[src/hdl/tor_pkg.sv]
`default_nettype none

package tor_pkg;

  localparam logic [7:0] B_IAC  = 8'd255;
  localparam logic [7:0] B_DONT = 8'd254;
  localparam logic [7:0] B_DO   = 8'd253;
  localparam logic [7:0] B_WONT = 8'd252;
  localparam logic [7:0] B_WILL = 8'd251;
  localparam logic [7:0] B_SB   = 8'd250;
  localparam logic [7:0] B_SE   = 8'd240;

  localparam logic [7:0] OPT_ECHO  = 8'd1;
  localparam logic [7:0] OPT_SGA   = 8'd3;
  localparam logic [7:0] OPT_TTYPE = 8'd24;

  localparam int unsigned TTYPE_LEN = 10;
  localparam int unsigned REPLY_LEN = 3;
  localparam int unsigned IDX_W     = $clog2(TTYPE_LEN);

  typedef enum logic [3:0] {
    PH_DATA = 4'b0001,
    PH_CMD  = 4'b0010,
    PH_OPT  = 4'b0100,
    PH_SUB  = 4'b1000
  } phase_t;

  typedef enum logic [1:0] {
    ACT_PASS  = 2'd0,
    ACT_REPLY = 2'd1,
    ACT_TTYPE = 2'd2
  } act_kind_t;

  typedef struct packed {
    act_kind_t  kind;
    logic [7:0] cmd;
    logic [7:0] value;
  } action_t;

  typedef logic [IDX_W-1:0] idx_t;

  // Terminal-type reply: IAC SB TTYPE IS "ANSI" IAC SE
  function automatic logic [7:0] ttype_byte(input idx_t i);
    logic [7:0] b;
    case (i)
      idx_t'(0): b = B_IAC;
      idx_t'(1): b = B_SB;
      idx_t'(2): b = OPT_TTYPE;
      idx_t'(3): b = 8'd0;
      idx_t'(4): b = 8'd65;
      idx_t'(5): b = 8'd78;
      idx_t'(6): b = 8'd83;
      idx_t'(7): b = 8'd73;
      idx_t'(8): b = B_IAC;
      idx_t'(9): b = B_SE;
      default:   b = 8'd0;
    endcase
    return b;
  endfunction

  function automatic idx_t last_idx(input act_kind_t k);
    idx_t r;
    case (k)
      ACT_PASS:  r = idx_t'(0);
      ACT_REPLY: r = idx_t'(REPLY_LEN - 1);
      ACT_TTYPE: r = idx_t'(TTYPE_LEN - 1);
      default:   r = idx_t'(0);
    endcase
    return r;
  endfunction

endpackage

`default_nettype wire

[src/hdl/tor_if.sv]
`default_nettype none

interface tor_in_if;
  logic       valid;
  logic       ready;
  logic [7:0] rx_byte;

  modport source (output valid, output rx_byte, input ready);
  modport sink   (input valid, input rx_byte, output ready);
endinterface

interface tor_out_if;
  logic       valid;
  logic       ready;
  logic       to_server;
  logic [7:0] out_byte;
  logic       last;

  modport source (output valid, output to_server, output out_byte, output last, input ready);
  modport sink   (input valid, input to_server, input out_byte, input last, output ready);
endinterface

`default_nettype wire

[src/hdl/telnet_option_responder.sv]
// An accepted item is registered in the queue, then in the emitter, before
// its first result leaves. One input item per cycle while the queue has room;
// results drain at one per cycle while the receiver is ready. A run of three
// (option reply) or ten (terminal-type reply) results holds the output, and the two-entry queue then fills.
// Reset (rst, synchronous, active high): data phase, held command zero,
// queue and output empty.
`default_nettype none

module telnet_option_responder
  import tor_pkg::*;
(
  input  wire logic clk,
  input  wire logic rst,
  tor_in_if.sink    rx,
  tor_out_if.source tx
);

  // Front: track the command phase and turn each item into at most one action.
  action_t f_act;
  logic    f_valid, f_ready;

  // Back: expand the queued action into its result run.
  action_t b_act;
  logic    b_valid, b_ready;

  tor_classifier u_classifier (
    .clk       (clk),
    .rst       (rst),
    .rx        (rx),
    .act       (f_act),
    .act_valid (f_valid),
    .act_ready (f_ready)
  );

  // Decouple: hold up to two actions so input keeps flowing during a run.
  tor_queue u_queue (
    .clk        (clk),
    .rst        (rst),
    .push_act   (f_act),
    .push_valid (f_valid),
    .push_ready (f_ready),
    .pop_act    (b_act),
    .pop_valid  (b_valid),
    .pop_ready  (b_ready)
  );

  tor_emitter u_emitter (
    .clk       (clk),
    .rst       (rst),
    .act       (b_act),
    .act_valid (b_valid),
    .act_ready (b_ready),
    .tx        (tx)
  );

endmodule

`default_nettype wire

[src/hdl/tor_classifier.sv]
`default_nettype none

module tor_classifier
  import tor_pkg::*;
(
  input  wire logic    clk,
  input  wire logic    rst,
  tor_in_if.sink       rx,
  output action_t      act,
  output logic         act_valid,
  input  wire logic    act_ready
);

  phase_t     phase, phase_next;
  logic [7:0] held_command, held_command_next;
  logic       has_act;
  logic       accepted;
  logic [7:0] b;

  assign b         = rx.rx_byte;
  assign rx.ready  = act_ready;
  assign accepted  = rx.valid && rx.ready;
  assign act_valid = accepted && has_act;

  always_comb begin
    phase_next        = phase;
    held_command_next = held_command;
    has_act           = 1'b0;
    act.kind          = ACT_PASS;
    act.cmd           = 8'd0;
    act.value         = b;
    case (phase)
      PH_DATA: begin
        if (b == B_IAC) begin
          phase_next = PH_CMD;
        end else begin
          has_act = 1'b1;
        end
      end
      PH_CMD: begin
        held_command_next = b;
        phase_next        = PH_OPT;
      end
      PH_OPT: begin
        phase_next = PH_DATA;
        if (held_command == B_DO && (b inside {OPT_SGA, OPT_TTYPE})) begin
          has_act  = 1'b1;
          act.kind = ACT_REPLY;
          act.cmd  = B_WILL;
        end else if (held_command inside {B_WILL, B_WONT}) begin
          has_act  = 1'b1;
          act.kind = ACT_REPLY;
          act.cmd  = (b inside {OPT_ECHO, OPT_SGA, OPT_TTYPE}) ? B_DO : B_DONT;
        end else if (held_command inside {B_DO, B_DONT}) begin
          has_act  = 1'b1;
          act.kind = ACT_REPLY;
          act.cmd  = B_WONT;
        end else if (held_command == B_SB) begin
          if (b == B_SE) begin
            has_act  = 1'b1;
            act.kind = ACT_TTYPE;
          end else begin
            phase_next = PH_SUB;
          end
        end
      end
      PH_SUB: begin
        // drop everything before SE; SE itself raises the terminal-type reply
        if (b == B_SE) begin
          has_act    = 1'b1;
          act.kind   = ACT_TTYPE;
          phase_next = PH_DATA;
        end
      end
      default: phase_next = PH_DATA;
    endcase
  end

  always_ff @(posedge clk) begin
    if (rst) begin
      phase        <= PH_DATA;
      held_command <= 8'd0;
    end else if (accepted) begin
      phase        <= phase_next;
      held_command <= held_command_next;
    end
  end

  a_iac_starts_cmd: assert property (@(posedge clk) disable iff (rst)
    (accepted && phase == PH_DATA && b == B_IAC) |=> phase == PH_CMD)
    else $error("IAC in data phase did not open a command");

  a_opt_returns: assert property (@(posedge clk) disable iff (rst)
    (accepted && phase == PH_OPT && held_command != B_SB) |=> phase == PH_DATA)
    else $error("option byte did not return to data phase");

endmodule

`default_nettype wire

[src/hdl/tor_queue.sv]
`default_nettype none

module tor_queue
  import tor_pkg::*;
(
  input  wire logic     clk,
  input  wire logic     rst,
  input  wire action_t  push_act,
  input  wire logic     push_valid,
  output logic          push_ready,
  output action_t       pop_act,
  output logic          pop_valid,
  input  wire logic     pop_ready
);

  action_t    slot [2];
  logic       wr_ptr, rd_ptr;
  logic [1:0] count;
  logic       do_push, do_pop;

  assign push_ready = (count != 2'd2);
  assign pop_valid  = (count != 2'd0);
  assign pop_act    = slot[rd_ptr];
  assign do_push    = push_valid && push_ready;
  assign do_pop     = pop_valid && pop_ready;

  always_ff @(posedge clk) begin
    if (do_push) begin
      slot[wr_ptr] <= push_act;
    end
  end

  always_ff @(posedge clk) begin
    if (rst) begin
      wr_ptr <= 1'b0;
      rd_ptr <= 1'b0;
      count  <= 2'd0;
    end else begin
      if (do_push) wr_ptr <= ~wr_ptr;
      if (do_pop)  rd_ptr <= ~rd_ptr;
      count <= count + {1'b0, do_push} - {1'b0, do_pop};
    end
  end

  a_count_range: assert property (@(posedge clk) disable iff (rst)
    count != 2'd3)
    else $error("queue count out of range");

  a_ptr_track: assert property (@(posedge clk) disable iff (rst)
    (count == 2'd0 || count == 2'd2) |-> wr_ptr == rd_ptr)
    else $error("queue pointers disagree with count");

endmodule

`default_nettype wire

[src/hdl/tor_emitter.sv]
`default_nettype none

module tor_emitter
  import tor_pkg::*;
(
  input  wire logic     clk,
  input  wire logic     rst,
  input  wire action_t  act,
  input  wire logic     act_valid,
  output logic          act_ready,
  tor_out_if.source     tx
);

  action_t cur;
  logic    cur_valid;
  idx_t    idx;
  logic    at_last;
  logic    fire;

  assign at_last   = (idx == last_idx(cur.kind));
  assign fire      = tx.valid && tx.ready;
  assign act_ready = !cur_valid || (fire && at_last);

  assign tx.valid     = cur_valid;
  assign tx.to_server = (cur.kind != ACT_PASS);
  assign tx.last      = at_last;

  always_comb begin
    case (cur.kind)
      ACT_PASS:  tx.out_byte = cur.value;
      ACT_REPLY: begin
        if (idx == idx_t'(0))      tx.out_byte = B_IAC;
        else if (idx == idx_t'(1)) tx.out_byte = cur.cmd;
        else                       tx.out_byte = cur.value;
      end
      ACT_TTYPE: tx.out_byte = ttype_byte(idx);
      default:   tx.out_byte = cur.value;
    endcase
  end

  always_ff @(posedge clk) begin
    if (act_ready && act_valid) begin
      cur <= act;
    end
  end

  always_ff @(posedge clk) begin
    if (rst) begin
      cur_valid <= 1'b0;
      idx       <= idx_t'(0);
    end else if (act_ready) begin
      cur_valid <= act_valid;
      idx       <= idx_t'(0);
    end else if (fire) begin
      idx <= idx + idx_t'(1);
    end
  end

  a_idx_bound: assert property (@(posedge clk) disable iff (rst)
    cur_valid |-> idx <= last_idx(cur.kind))
    else $error("emit index past end of run");

  a_idx_step: assert property (@(posedge clk) disable iff (rst)
    (fire && !at_last) |=> cur_valid && idx == $past(idx) + idx_t'(1))
    else $error("emit index did not advance");

endmodule

`default_nettype wire

[src/flat_wrapper.sv]
// flat-port wrapper written by rule: the top's interface ports become plain ports
module telnet_option_responder_flat import tor_pkg::*;
  (clk, rst, rx_valid, rx_rx_byte, rx_ready, tx_valid, tx_to_server, tx_out_byte, tx_last, tx_ready);
  tor_in_if rx_i ();
  tor_out_if tx_i ();
  input  wire logic clk;
  input  wire logic rst;
  input wire logic [$bits(rx_i.valid)-1:0] rx_valid;
  input wire logic [$bits(rx_i.rx_byte)-1:0] rx_rx_byte;
  output wire logic [$bits(rx_i.ready)-1:0] rx_ready;
  output wire logic [$bits(tx_i.valid)-1:0] tx_valid;
  output wire logic [$bits(tx_i.to_server)-1:0] tx_to_server;
  output wire logic [$bits(tx_i.out_byte)-1:0] tx_out_byte;
  output wire logic [$bits(tx_i.last)-1:0] tx_last;
  input wire logic [$bits(tx_i.ready)-1:0] tx_ready;
  assign rx_i.valid = rx_valid;
  assign rx_i.rx_byte = rx_rx_byte;
  assign rx_ready = rx_i.ready;
  assign tx_valid = tx_i.valid;
  assign tx_to_server = tx_i.to_server;
  assign tx_out_byte = tx_i.out_byte;
  assign tx_last = tx_i.last;
  assign tx_i.ready = tx_ready;
  telnet_option_responder u_core (.clk(clk), .rst(rst), .rx(rx_i), .tx(tx_i));
endmodule
[config.mk]
export PLATFORM = sky130hd
export DESIGN_NAME = telnet_option_responder_flat
export DESIGN_NICKNAME = d
export VERILOG_FILES = /design/src/hdl/tor_pkg.sv /design/src/hdl/tor_if.sv /design/src/hdl/telnet_option_responder.sv /design/src/hdl/tor_classifier.sv /design/src/hdl/tor_queue.sv /design/src/hdl/tor_emitter.sv /design/src/flat_wrapper.sv
export SDC_FILE = /design/constraint.sdc
export NUM_CORES = 1
export LEC_CHECK = 0
export CAP_MARGIN = 5
export CORE_MARGIN = 2
export CORE_UTILIZATION = 40
export DETAILED_ROUTE_END_ITERATION = 8
export DONT_BUFFER_PORTS = 1
export SLEW_MARGIN = 20
export SYNTH_ARGS = -nofsm -noshare
export SYNTH_HDL_FRONTEND = slang
export SYNTH_SLANG_ARGS = --single-unit
[constraint.sdc]
create_clock -name clk -period 5.1 [get_ports clk]
set_input_delay 1.02 -clock clk [delete_from_list [all_inputs] [get_ports clk]]
set_output_delay 1.02 -clock clk [all_outputs]
set_load 0.05 [all_outputs]
== Word-level counts from Yosys, hierarchy flattened ==
Memories as Yosys holds them, arrays and structs flattened. A register that Yosys moved wholly into a read port is not among the register bits.
Index checks and enable logic that the tools add are counted.
W data, S select, Z words.

* $add $sub $neg: 3
* Equality and inequality tests: 21
* Multiplexer cells: 32
* Bitwise logic cells: 2
* Reductions and logical operators: 19

{| class="wikitable"
|+ Operators with widths
! kind !! count
|-
| $eq A8 B8 Y1 const B || 7
|-
| $mux W4 || 9
|-
| $mux W8 || 4
|-
| $mux W10 || 2
|-
| $pmux W4 S4 || 1
|-
| $pmux W8 S2 || 1
|-
| $reduce_bool A2 Y1 || 5
|-
| $eq A4 B1 Y1 const B || 2
|-
| $eq A8 B1 Y1 const B || 1
|-
| $eq A8 B2 Y1 const B || 1
|-
| $eq A8 B5 Y1 const B || 1
|-
| $mux W1 || 8
|-
| $mux W2 || 4
|-
| $pmux W4 S2 || 1
|-
| $logic_and A1 B1 Y1 || 7
|-
| $ne A2 B2 Y1 const B || 3
|-
| $add A4 B1 Y4 const B || 1
|-
| $eq A4 B2 Y1 const B || 1
|-
| $eq A4 B3 Y1 const B || 1
|-
| $eq A4 B4 Y1 || 1
|-
| $eq A4 B4 Y1 const B || 1
|-
| $logic_not A4 Y1 || 1
|-
| $pmux W2 S2 || 1
|-
| $pmux W1 S3 || 1
|-
| 11 further kinds || 12
|}

* Register bits: 21
* Bits in writable memories: 36
* Memory bits (read-only): 128
* Input bits: 12
* Output and inout port bits: 12
* Logic and storage cells: 86
* Memories kept: 2

{| class="wikitable"
|+ Memories
! memory !! words !! width !! read ports !! clocked after Yosys merged registers in !! write ports !! line !! RTL
|-
| (name not given) || 16 || 8 || 1 || 1 || 0 || tor_pkg.sv:45 || <nowiki>case (i)</nowiki>
|-
| u_core.u_queue.slot || 2 || 18 || 1 || 1 || 1 || tor_queue.sv:16 || <nowiki>action_t slot [2];</nowiki>
|}

== Depth between registers and ports, before layout ==
Gate-level depths: netlist of run 1.

* Word-level depth: 11
* Gate-level depth with buffers: 13
* Mapped depth without buffers: 11

== Cells and area by module ==
A second synthesis of run 1 with hierarchy kept.

* Cells, all modules: 330
* Area, all modules: 4105.2 um^2

{| class="wikitable"
|+ Modules (own cells, without submodules)
! module !! times used !! cells an instance !! area each (um^2)
|-
| tor_queue || 1 || 80 || 1581.5
|-
| tor_emitter || 1 || 134 || 1520.2
|-
| tor_classifier || 1 || 116 || 1003.5
|}

== Least setup slack after synthesis of run 1 ==
OpenSTA, ideal clock, no wires.

* Path kind: reg-to-reg
* Start: register, netlist name u_core.u_emitter.cur[15]
* End: register u_core.u_queue.count[1]
* Arrival time: 3.259 ns
* Slack: 1.714 ns
* Cell stages (with the launch flop): 13
* Path buffers: 1
* Period minus slack after synthesis: 3.386 ns
* Path through: edfxtp_1 > inv_1 > ha_1 > clkbuf_1 > or3_1 > a2111o_1 > a21oi_1 > ha_1 > inv_1 > ha_1 > xor2_1 > xnor2_1 > nor2_1

{| class="wikitable"
|+ RTL lines
! element !! line !! RTL
|-
| to (signal assigned) || tor_queue.sv:41 || <nowiki>count <= count + {1'b0, do_push} - {1'b0, do_pop};</nowiki>
|-
| to (decl) || tor_queue.sv:18 || <nowiki>logic [1:0] count;</nowiki>
|}

== Worst setup path in the final report of run 1 ==
* Start: input port rx_rx_byte[0]
* End: memory u_core.u_queue.slot[1][16] in the netlist's numbering, enable pin

* Longest elaborated chain between the ends: 11
* Elaborated cells between the ends (all ways): 17
* Classes of those cells: 4 x eq/ne; 9 x mux; 4 x reduce/logical

{| class="wikitable"
|+ Ends and longest elaborated chain
! element !! line !! RTL
|-
| from (decl) || flat_wrapper.sv:9 || <nowiki>input wire logic [$bits(rx_i.rx_byte)-1:0] rx_rx_byte;</nowiki>
|-
| $eq A8 B8 Y1 || tor_classifier.sv:59, tor_classifier.sv:69 ||
|-
| $mux W1 || tor_classifier.sv:59, tor_classifier.sv:69 ||
|-
| $mux W1 || tor_classifier.sv:58 || <nowiki>end else if (held_command == B_SB) begin</nowiki>
|-
| $mux W1 || tor_classifier.sv:54 || <nowiki>end else if (held_command inside {B_DO, B_DONT}) begin</nowiki>
|-
| $mux W1 || tor_classifier.sv:50 || <nowiki>end else if (held_command inside {B_WILL, B_WONT}) begin</nowiki>
|-
| $mux W1 || tor_classifier.sv:46 || <nowiki>if (held_command == B_DO && (b inside {OPT_SGA, OPT_TTYPE})) begin</nowiki>
|-
| $pmux W1 S3 (*) || tor_classifier.sv:32 || <nowiki>case (phase)</nowiki>
|-
| $logic_and A1 B1 Y1 (*) || tor_classifier.sv:23 || <nowiki>assign act_valid = accepted && has_act;</nowiki>
|-
| $logic_and A1 B1 Y1 (*) || tor_queue.sv:24 || <nowiki>assign do_push = push_valid && push_ready;</nowiki>
|-
| $mux W1 (*) || tor_queue.sv:28 || <nowiki>if (do_push) begin</nowiki>
|-
| $mux W1 (implied by the code) (*) || tor_queue.sv:29 || <nowiki>slot[wr_ptr] <= push_act;</nowiki>
|-
| to (decl) || tor_queue.sv:16 ||
|}

Mark *: on every way between the ends. The rest lies on a longest branch, timed or not.

==> results.txt, run 1 <==
Status: completed
Area share of the largest cell type after synthesis: 0.381
Die height: 91.6 um
Actual slew at the worst max-slew pin: 1.05 ns
Fmax: 306 MHz
Unrepaired setup endpoints after global routing: no
Final period util: 0.640
Vias in the first global route: 1,829
Synth Area in XOR/XNOR: 0.0257
Post-synthesis mux area share: 0.0994
Critical path class: primary input to flop
Combinational family with the most area after synthesis: simple AND/OR/NAND/NOR gates
Synth area leader: edfxtp_1
Hold crit path type: flop to flop
CTS Root Cell: clkbuf_8
CP Data Required Time: 5.06 ns
Worst Hold Path EP: u_core.u_classifier.held_command[6]
Post-CTS sizing: 0
Worst Path Arrival: 3.22 ns
Netlist cell types: 50
Max Root-Sink Buffers: 2
Sequential fraction of the synthesis area: 0.564
Worst-skew pair later-pin latency: 0.33 ns
Setup Fix Bufs, Post-CTS: 0
Post-synthesis compound-gate area fraction: 0.107
Worst VDD drop: 0.155 mV
Simple-gate share of the synthesized area: 0.132
Asr flop ratio synth: 0
Initial Utilization: 0.419
Slew Viols, Final: 0
Synth Register Bits: 67
Iter 0 DRT Violations: 66
FF-to-FF path depth: 11
Final setup violation count: 0
Cts-stage hold buffer count: 0
Fillers: 663
Worst slew margin relative to its limit: 0.296
H-tree depth: 3
Max FO, Critical Path: 13
Pwr dens: 538 mW/mm2
DRT Wirelength: 5210 um
Placed Area: 0.00317 mm2
Setup tns final: 0 ns
CP Capture Type: flop
Pleak: 1.27 nW
Total GRT Usage: 0.138
Vias per cell: 5.02
Final hold violation count: 0
TritonRoute pass-1 iters: 4
Adder-Cell Fraction of Synth Area: 0.0448
Minimum clock period: 3.26 ns
Final design utilization: 0.460
Pin count of the biggest net entering global routing: 21
Reg-to-reg startpoint: u_core.u_emitter.cur[15]
# diodes: 0
Chip width: 91.6 um
HP Start: u_core.u_classifier.held_command[6]
Design Area, Final: 0.00337 mm2
Post-synth EDFFs: 39
Share of layout cells above drive strength 1: 0.146
Final setup margin: 1.84 ns
Critical Path Start Type: primary input
Skew final: 0.00548 ns
CTS tree: yes
GPL Wtd Cong: 0.810
Number of remaining DRC errors: 0
Die ar.: 0.00840 mm2
Detail Route Antenna Nets: 0
Cells after Synth: 267
Total power: 1.82 mW
Area contributors post-synth: edfxtp_1, dfxtp_1, mux2_2
R2R setup slack: 2.11 ns
Clk slew on worst S/H paths: 0.08 ns
Post-Place Worst Slack: 1.44 ns
Cell row count: 31
Syn_area_per_cell: 11.5 um2
# clock sinks: 67
Initial antenna violation count: 0
Mapped cell area: 0.00307 mm2
MaxCap Viol Count: 0
GRT overflow: 0
YS warnings: 0
Top-level port count: 24
Top_reg_cell synth: edfxtp_1
Worst Hold Depth: 2
DR vias: 1,874
Area grow syn2layout: 9.86%
First-pass GRT wire length: 8800 um
I/O Buffers: 0
Syn Nets: 290
Core box area: 0.00733 mm2
Post-DP HPWL: 3870 um
CTS Buf Count: 9
Average routed wire per standard cell: 14.0 um
Layout net count: 292
[critical path: stages]
cell and delay (ns):
or4_1 0.54, nor2_1 0.26, o311ai_1 0.13, a311o_1 0.44, nor2_1 0.82
[routing by layer]
metal	vias up	track usage	share of wire
met5	-	0	0
met2	32	0.230	0.50
met1	864	0.162	0.44
met4	0	0.0379	0.0073
met3	5	0.0600	0.051
li1	973	-	-
[power by group]
| part | internal, mW | total, mW | switching, mW |
|---|---|---|---|
| combinational | 0.177 | 0.635 | 0.458 |
| sequential | 0.693 | 0.756 | 0.0628 |
| clock | 0.214 | 0.425 | 0.211 |
[Yosys cell counts (6+ instances only)]
cell type	instances
a22o_1	6
edfxtp_1	39
nand2_1	21
nor2_1	29
inv_1	12
ha_1	11
mux2i_1	11
a21oi_1	12
dfxtp_1	28
mux2_2	16
o21ai_0	10
clkbuf_1	9
[layout make-up]
type	instances	area [um2]	area share
clock buffers	10	149	0.0441
clock inverters	6	53.8	0.0159
inverters	12	45.0	0.0133
multi-input cells	178	1260	0.374
flip-flops and latches	67	1730	0.513
well taps	99	124	0.0367
repair buffers	1	7.51	0.00222
[cell usage in the layout, fill, tap and decap left out, types with 2 or more instances in the layout]
cell      count
xor2_1        4
a22o_1        6
inv_6         2
mux2i_1      11
nand4_1       2
or3_1         4
ha_1         11
edfxtp_1     39
xnor2_1       5
a21o_1        3
mux2_2       16
nand2b_1      3
and2_1        2
nor2b_1       3
nor3_1        3
a21oi_1      12
o21ai_0      10
dfxtp_1      28
clkbuf_8      9
clkinv_4      2
nor2_1       28
nand3_1       3
inv_1        12
or4_1         3
nand2_1      21
o31ai_1       2
[metrics by stage]
step / hold WS [ns] / instances
2_1_floorplan: 0.463 / 267
3_3_place_gp: 0.479 / 357
3_5_place_dp: 0.485 / 357
4_1_cts: 0.505 / 373
5_1_grt: 0.529 / 373
6_report: 0.499 / 373
[cell families after synthesis]
logic type,after synthesis
and+or+nand+nor,82
buffers and inverters,22
DFF,67
muxes,28
adders and majority gates,11
AOI/OAI and AO/OA,48
xor gates and xnor gates,9
[worst max path at each step]
stage / startpoint / endpoint / depth (start not counted)
floorplan: u_core.u_emitter.cur[15] / u_core.u_queue.count[1] / 12
global route: rx_rx_byte[0] / u_core.u_queue.slot[1][0] / 5
global placement: rx_rx_byte[0] / u_core.u_queue.slot[0][7] / 5
finish: rx_rx_byte[0] / u_core.u_queue.slot[1][16] / 5
CTS: u_core.u_emitter.cur[15] / tx_last / 4
detailed placement: rx_rx_byte[0] / u_core.u_queue.slot[0][7] / 5
Note: power is estimated with default switching activity, not from simulation.
==> run 2, diff against run 1 <==
==> constraint.sdc (replaced) <==
create_clock -name clk -period 3 [get_ports clk]
set_input_delay 0.6 -clock clk [delete_from_list [all_inputs] [get_ports clk]]
set_output_delay 0.6 -clock clk [all_outputs]
set_load 0.05 [all_outputs]
==> run 2 against run 1 <==
  * First-iteration DRC count rose by 3.0%
  * Setup slack got worse by 1.5 ns
  * Critical path depth rose by 5
  * Utilization rose by 0.92 points
  * Flip-flop and latch count did not move
  * Worst hold slack got worse by 0.17 ns
  * Combinational power rose by 81%
  * Via count rose by 3.6%
  * Final area rose by 2.0%
  * Critical path type is now flop to flop
==> results.txt, run 2 (same netlist as run 1, synthesis figures left out) <==
# clock sinks: 67
Critical path class: flop to flop
CTS Root Cell: clkbuf_8
Max Root-Sink Buffers: 2
Clock Power Share: 0.228
Worst VDD drop: 0.337 mV
Actual slew at the worst max-slew pin: 0.796 ns
Skew final: 0.0124 ns
DRT Wirelength: 5730 um
Logic gate share of total power: 0.366
Share of layout cells above drive strength 1: 0.165
Final setup margin: 0.302 ns
Final hold violation count: 0
GPL Wtd Cong: 0.832
Core box area: 0.00733 mm2
Final setup violation count: 0
Max FO, Critical Path: 6
Unrepaired setup endpoints after global routing: no
Critical Path Start Type: flop
Number of remaining DRC errors: 0
Worst Hold Depth: 1
Minimum clock period: 2.70 ns
Commonest non-fill, non-tap cell in the layout: edfxtp_1
Cts-stage hold buffer count: 0
R2r endpoint: u_core.u_queue.count[1]
H-tree depth: 3
Worst-skew pair later-pin latency: 0.33 ns
Pin count of the biggest net entering global routing: 21
Pwr dens: 914 mW/mm2
I/O Buffers: 0
Top-level port count: 24
Iter 0 DRT Violations: 68
Chip width: 91.6 um
Final period util: 0.899
Initial Utilization: 0.419
Pleak: 1.31 nW
Reg-to-reg startpoint: u_core.u_classifier.phase[3]
Setup tns final: 0 ns
# diodes: 0
Cell row count: 31
Worst Hold Path EP: u_core.u_queue.rd_ptr
R2R setup slack: 0.30 ns
Vias per cell: 5.07
Post-Place Worst Slack: 0.132 ns
First-pass GRT wire length: 9590 um
Psw: 1.24 mW
CP Data Required Time: 3.23 ns
Fillers: 684
Initial antenna violation count: 0
Die ar.: 0.00840 mm2
Post-DP HPWL: 4140 um
Area grow syn2layout: 12.1%
Fin Hold WS: 0.334 ns
HP Start: rst
CTS Buf Count: 9
FF-to-FF path depth: 10
Layout net count: 302
Clk slew on worst S/H paths: 0.08 ns
CP Capture Type: flop
MaxCap Viol Count: 0
Fmax: 371 MHz
CTS tree: yes
Post-CTS sizing: 0
Int Power: 1.90 mW
Detail Route Antenna Nets: 0
GRT overflow: 0
Commonest cells after routing, fill and taps aside: edfxtp_1, nor2_1, dfxtp_1
Slew Viols, Final: 0
Hold crit path type: primary input to flop
Die height: 91.6 um
Sw Share: 0.395
Worst Path Arrival: 2.92 ns
DR vias: 1,942
Worst slew margin relative to its limit: 0.465
Average routed wire per standard cell: 15.0 um
Status: completed
Flop pwr share: 0.406
Total GRT Usage: 0.148
Setup Fix Bufs, Post-CTS: 0
Vias in the first global route: 1,983
TritonRoute pass-1 iters: 4
-- run 2: power groups by stage --
| stage | logic, mW | clock network (mW) | registers (mW) |
|---|---|---|---|
| floorplan | 0.979 | 0 | 1.26 |
| detailed placement | 1.16 | 0 | 1.30 |
| global route | 1.24 | 0.771 | 1.30 |
| finish | 1.15 | 0.718 | 1.28 |
| CTS | 1.17 | 0.732 | 1.28 |
| global placement | 1.15 | 0 | 1.30 |
-- run 2: per-stage QoR --
stage           util  power [mW]  cell area, um2  std cells
3_3_place_gp   0.444        2.45            3260        367
3_5_place_dp   0.444        2.46            3260        367
2_1_floorplan      -        2.24            3080        267
6_report       0.470        3.15            3440        383
5_1_grt        0.470        3.31            3440        383
4_1_cts        0.470        3.18            3440        383
-- run 2: cell type report --
type / count / area (um2) / area share
Clock inverter: 5 / 55.1 / 0.0160
Sequential cell: 67 / 1730 / 0.503
Tap cell: 99 / 124 / 0.0360
Inverter: 12 / 45.0 / 0.0131
Timing Repair Buffer: 11 / 82.6 / 0.0240
Clock buffer: 11 / 131 / 0.0382
Multi-Input combinational cell: 178 / 1270 / 0.370
-- run 2: routing by layer --
metal | vias up | track usage | wire length [um]
met5 | - | 0 | 0
met4 | 0 | 0.0568 | 37
met3 | 5 | 0.0345 | 209
met2 | 32 | 0.253 | 2870
met1 | 913 | 0.180 | 2610
li1 | 992 | - | -
-- run 2: worst max-delay path by stage --
| stage | endpoint | slack (ns) | cells after the start | start |
|---|---|---|---|---|
| floorplan | tx_last | 0.09 | 5 | u_core.u_emitter.cur[15] |
| global placement | u_core.u_queue.count[1] | 0.18 | 9 | rx_rx_byte[0] |
| detailed placement | u_core.u_queue.count[1] | 0.13 | 9 | rx_rx_byte[0] |
| CTS | u_core.u_queue.count[1] | 0.30 | 10 | u_core.u_classifier.phase[3] |
| global route | flop | 0.14 | 11 | u_core.u_emitter.cur[15] |
| finish | u_core.u_queue.count[1] | 0.30 | 10 | u_core.u_classifier.phase[3] |
-- run 2: critical path: stages, from the launching register on --
cell	delay [ns]
dfxtp_1	0.34
or4b_1	0.64
nor3_1	0.18
o311ai_1	0.13
a311o_1	0.44
ha_1	0.31
inv_1	0.06
ha_1	0.15
xor2_1	0.17
xnor2_1	0.13
nor2_1	0.05
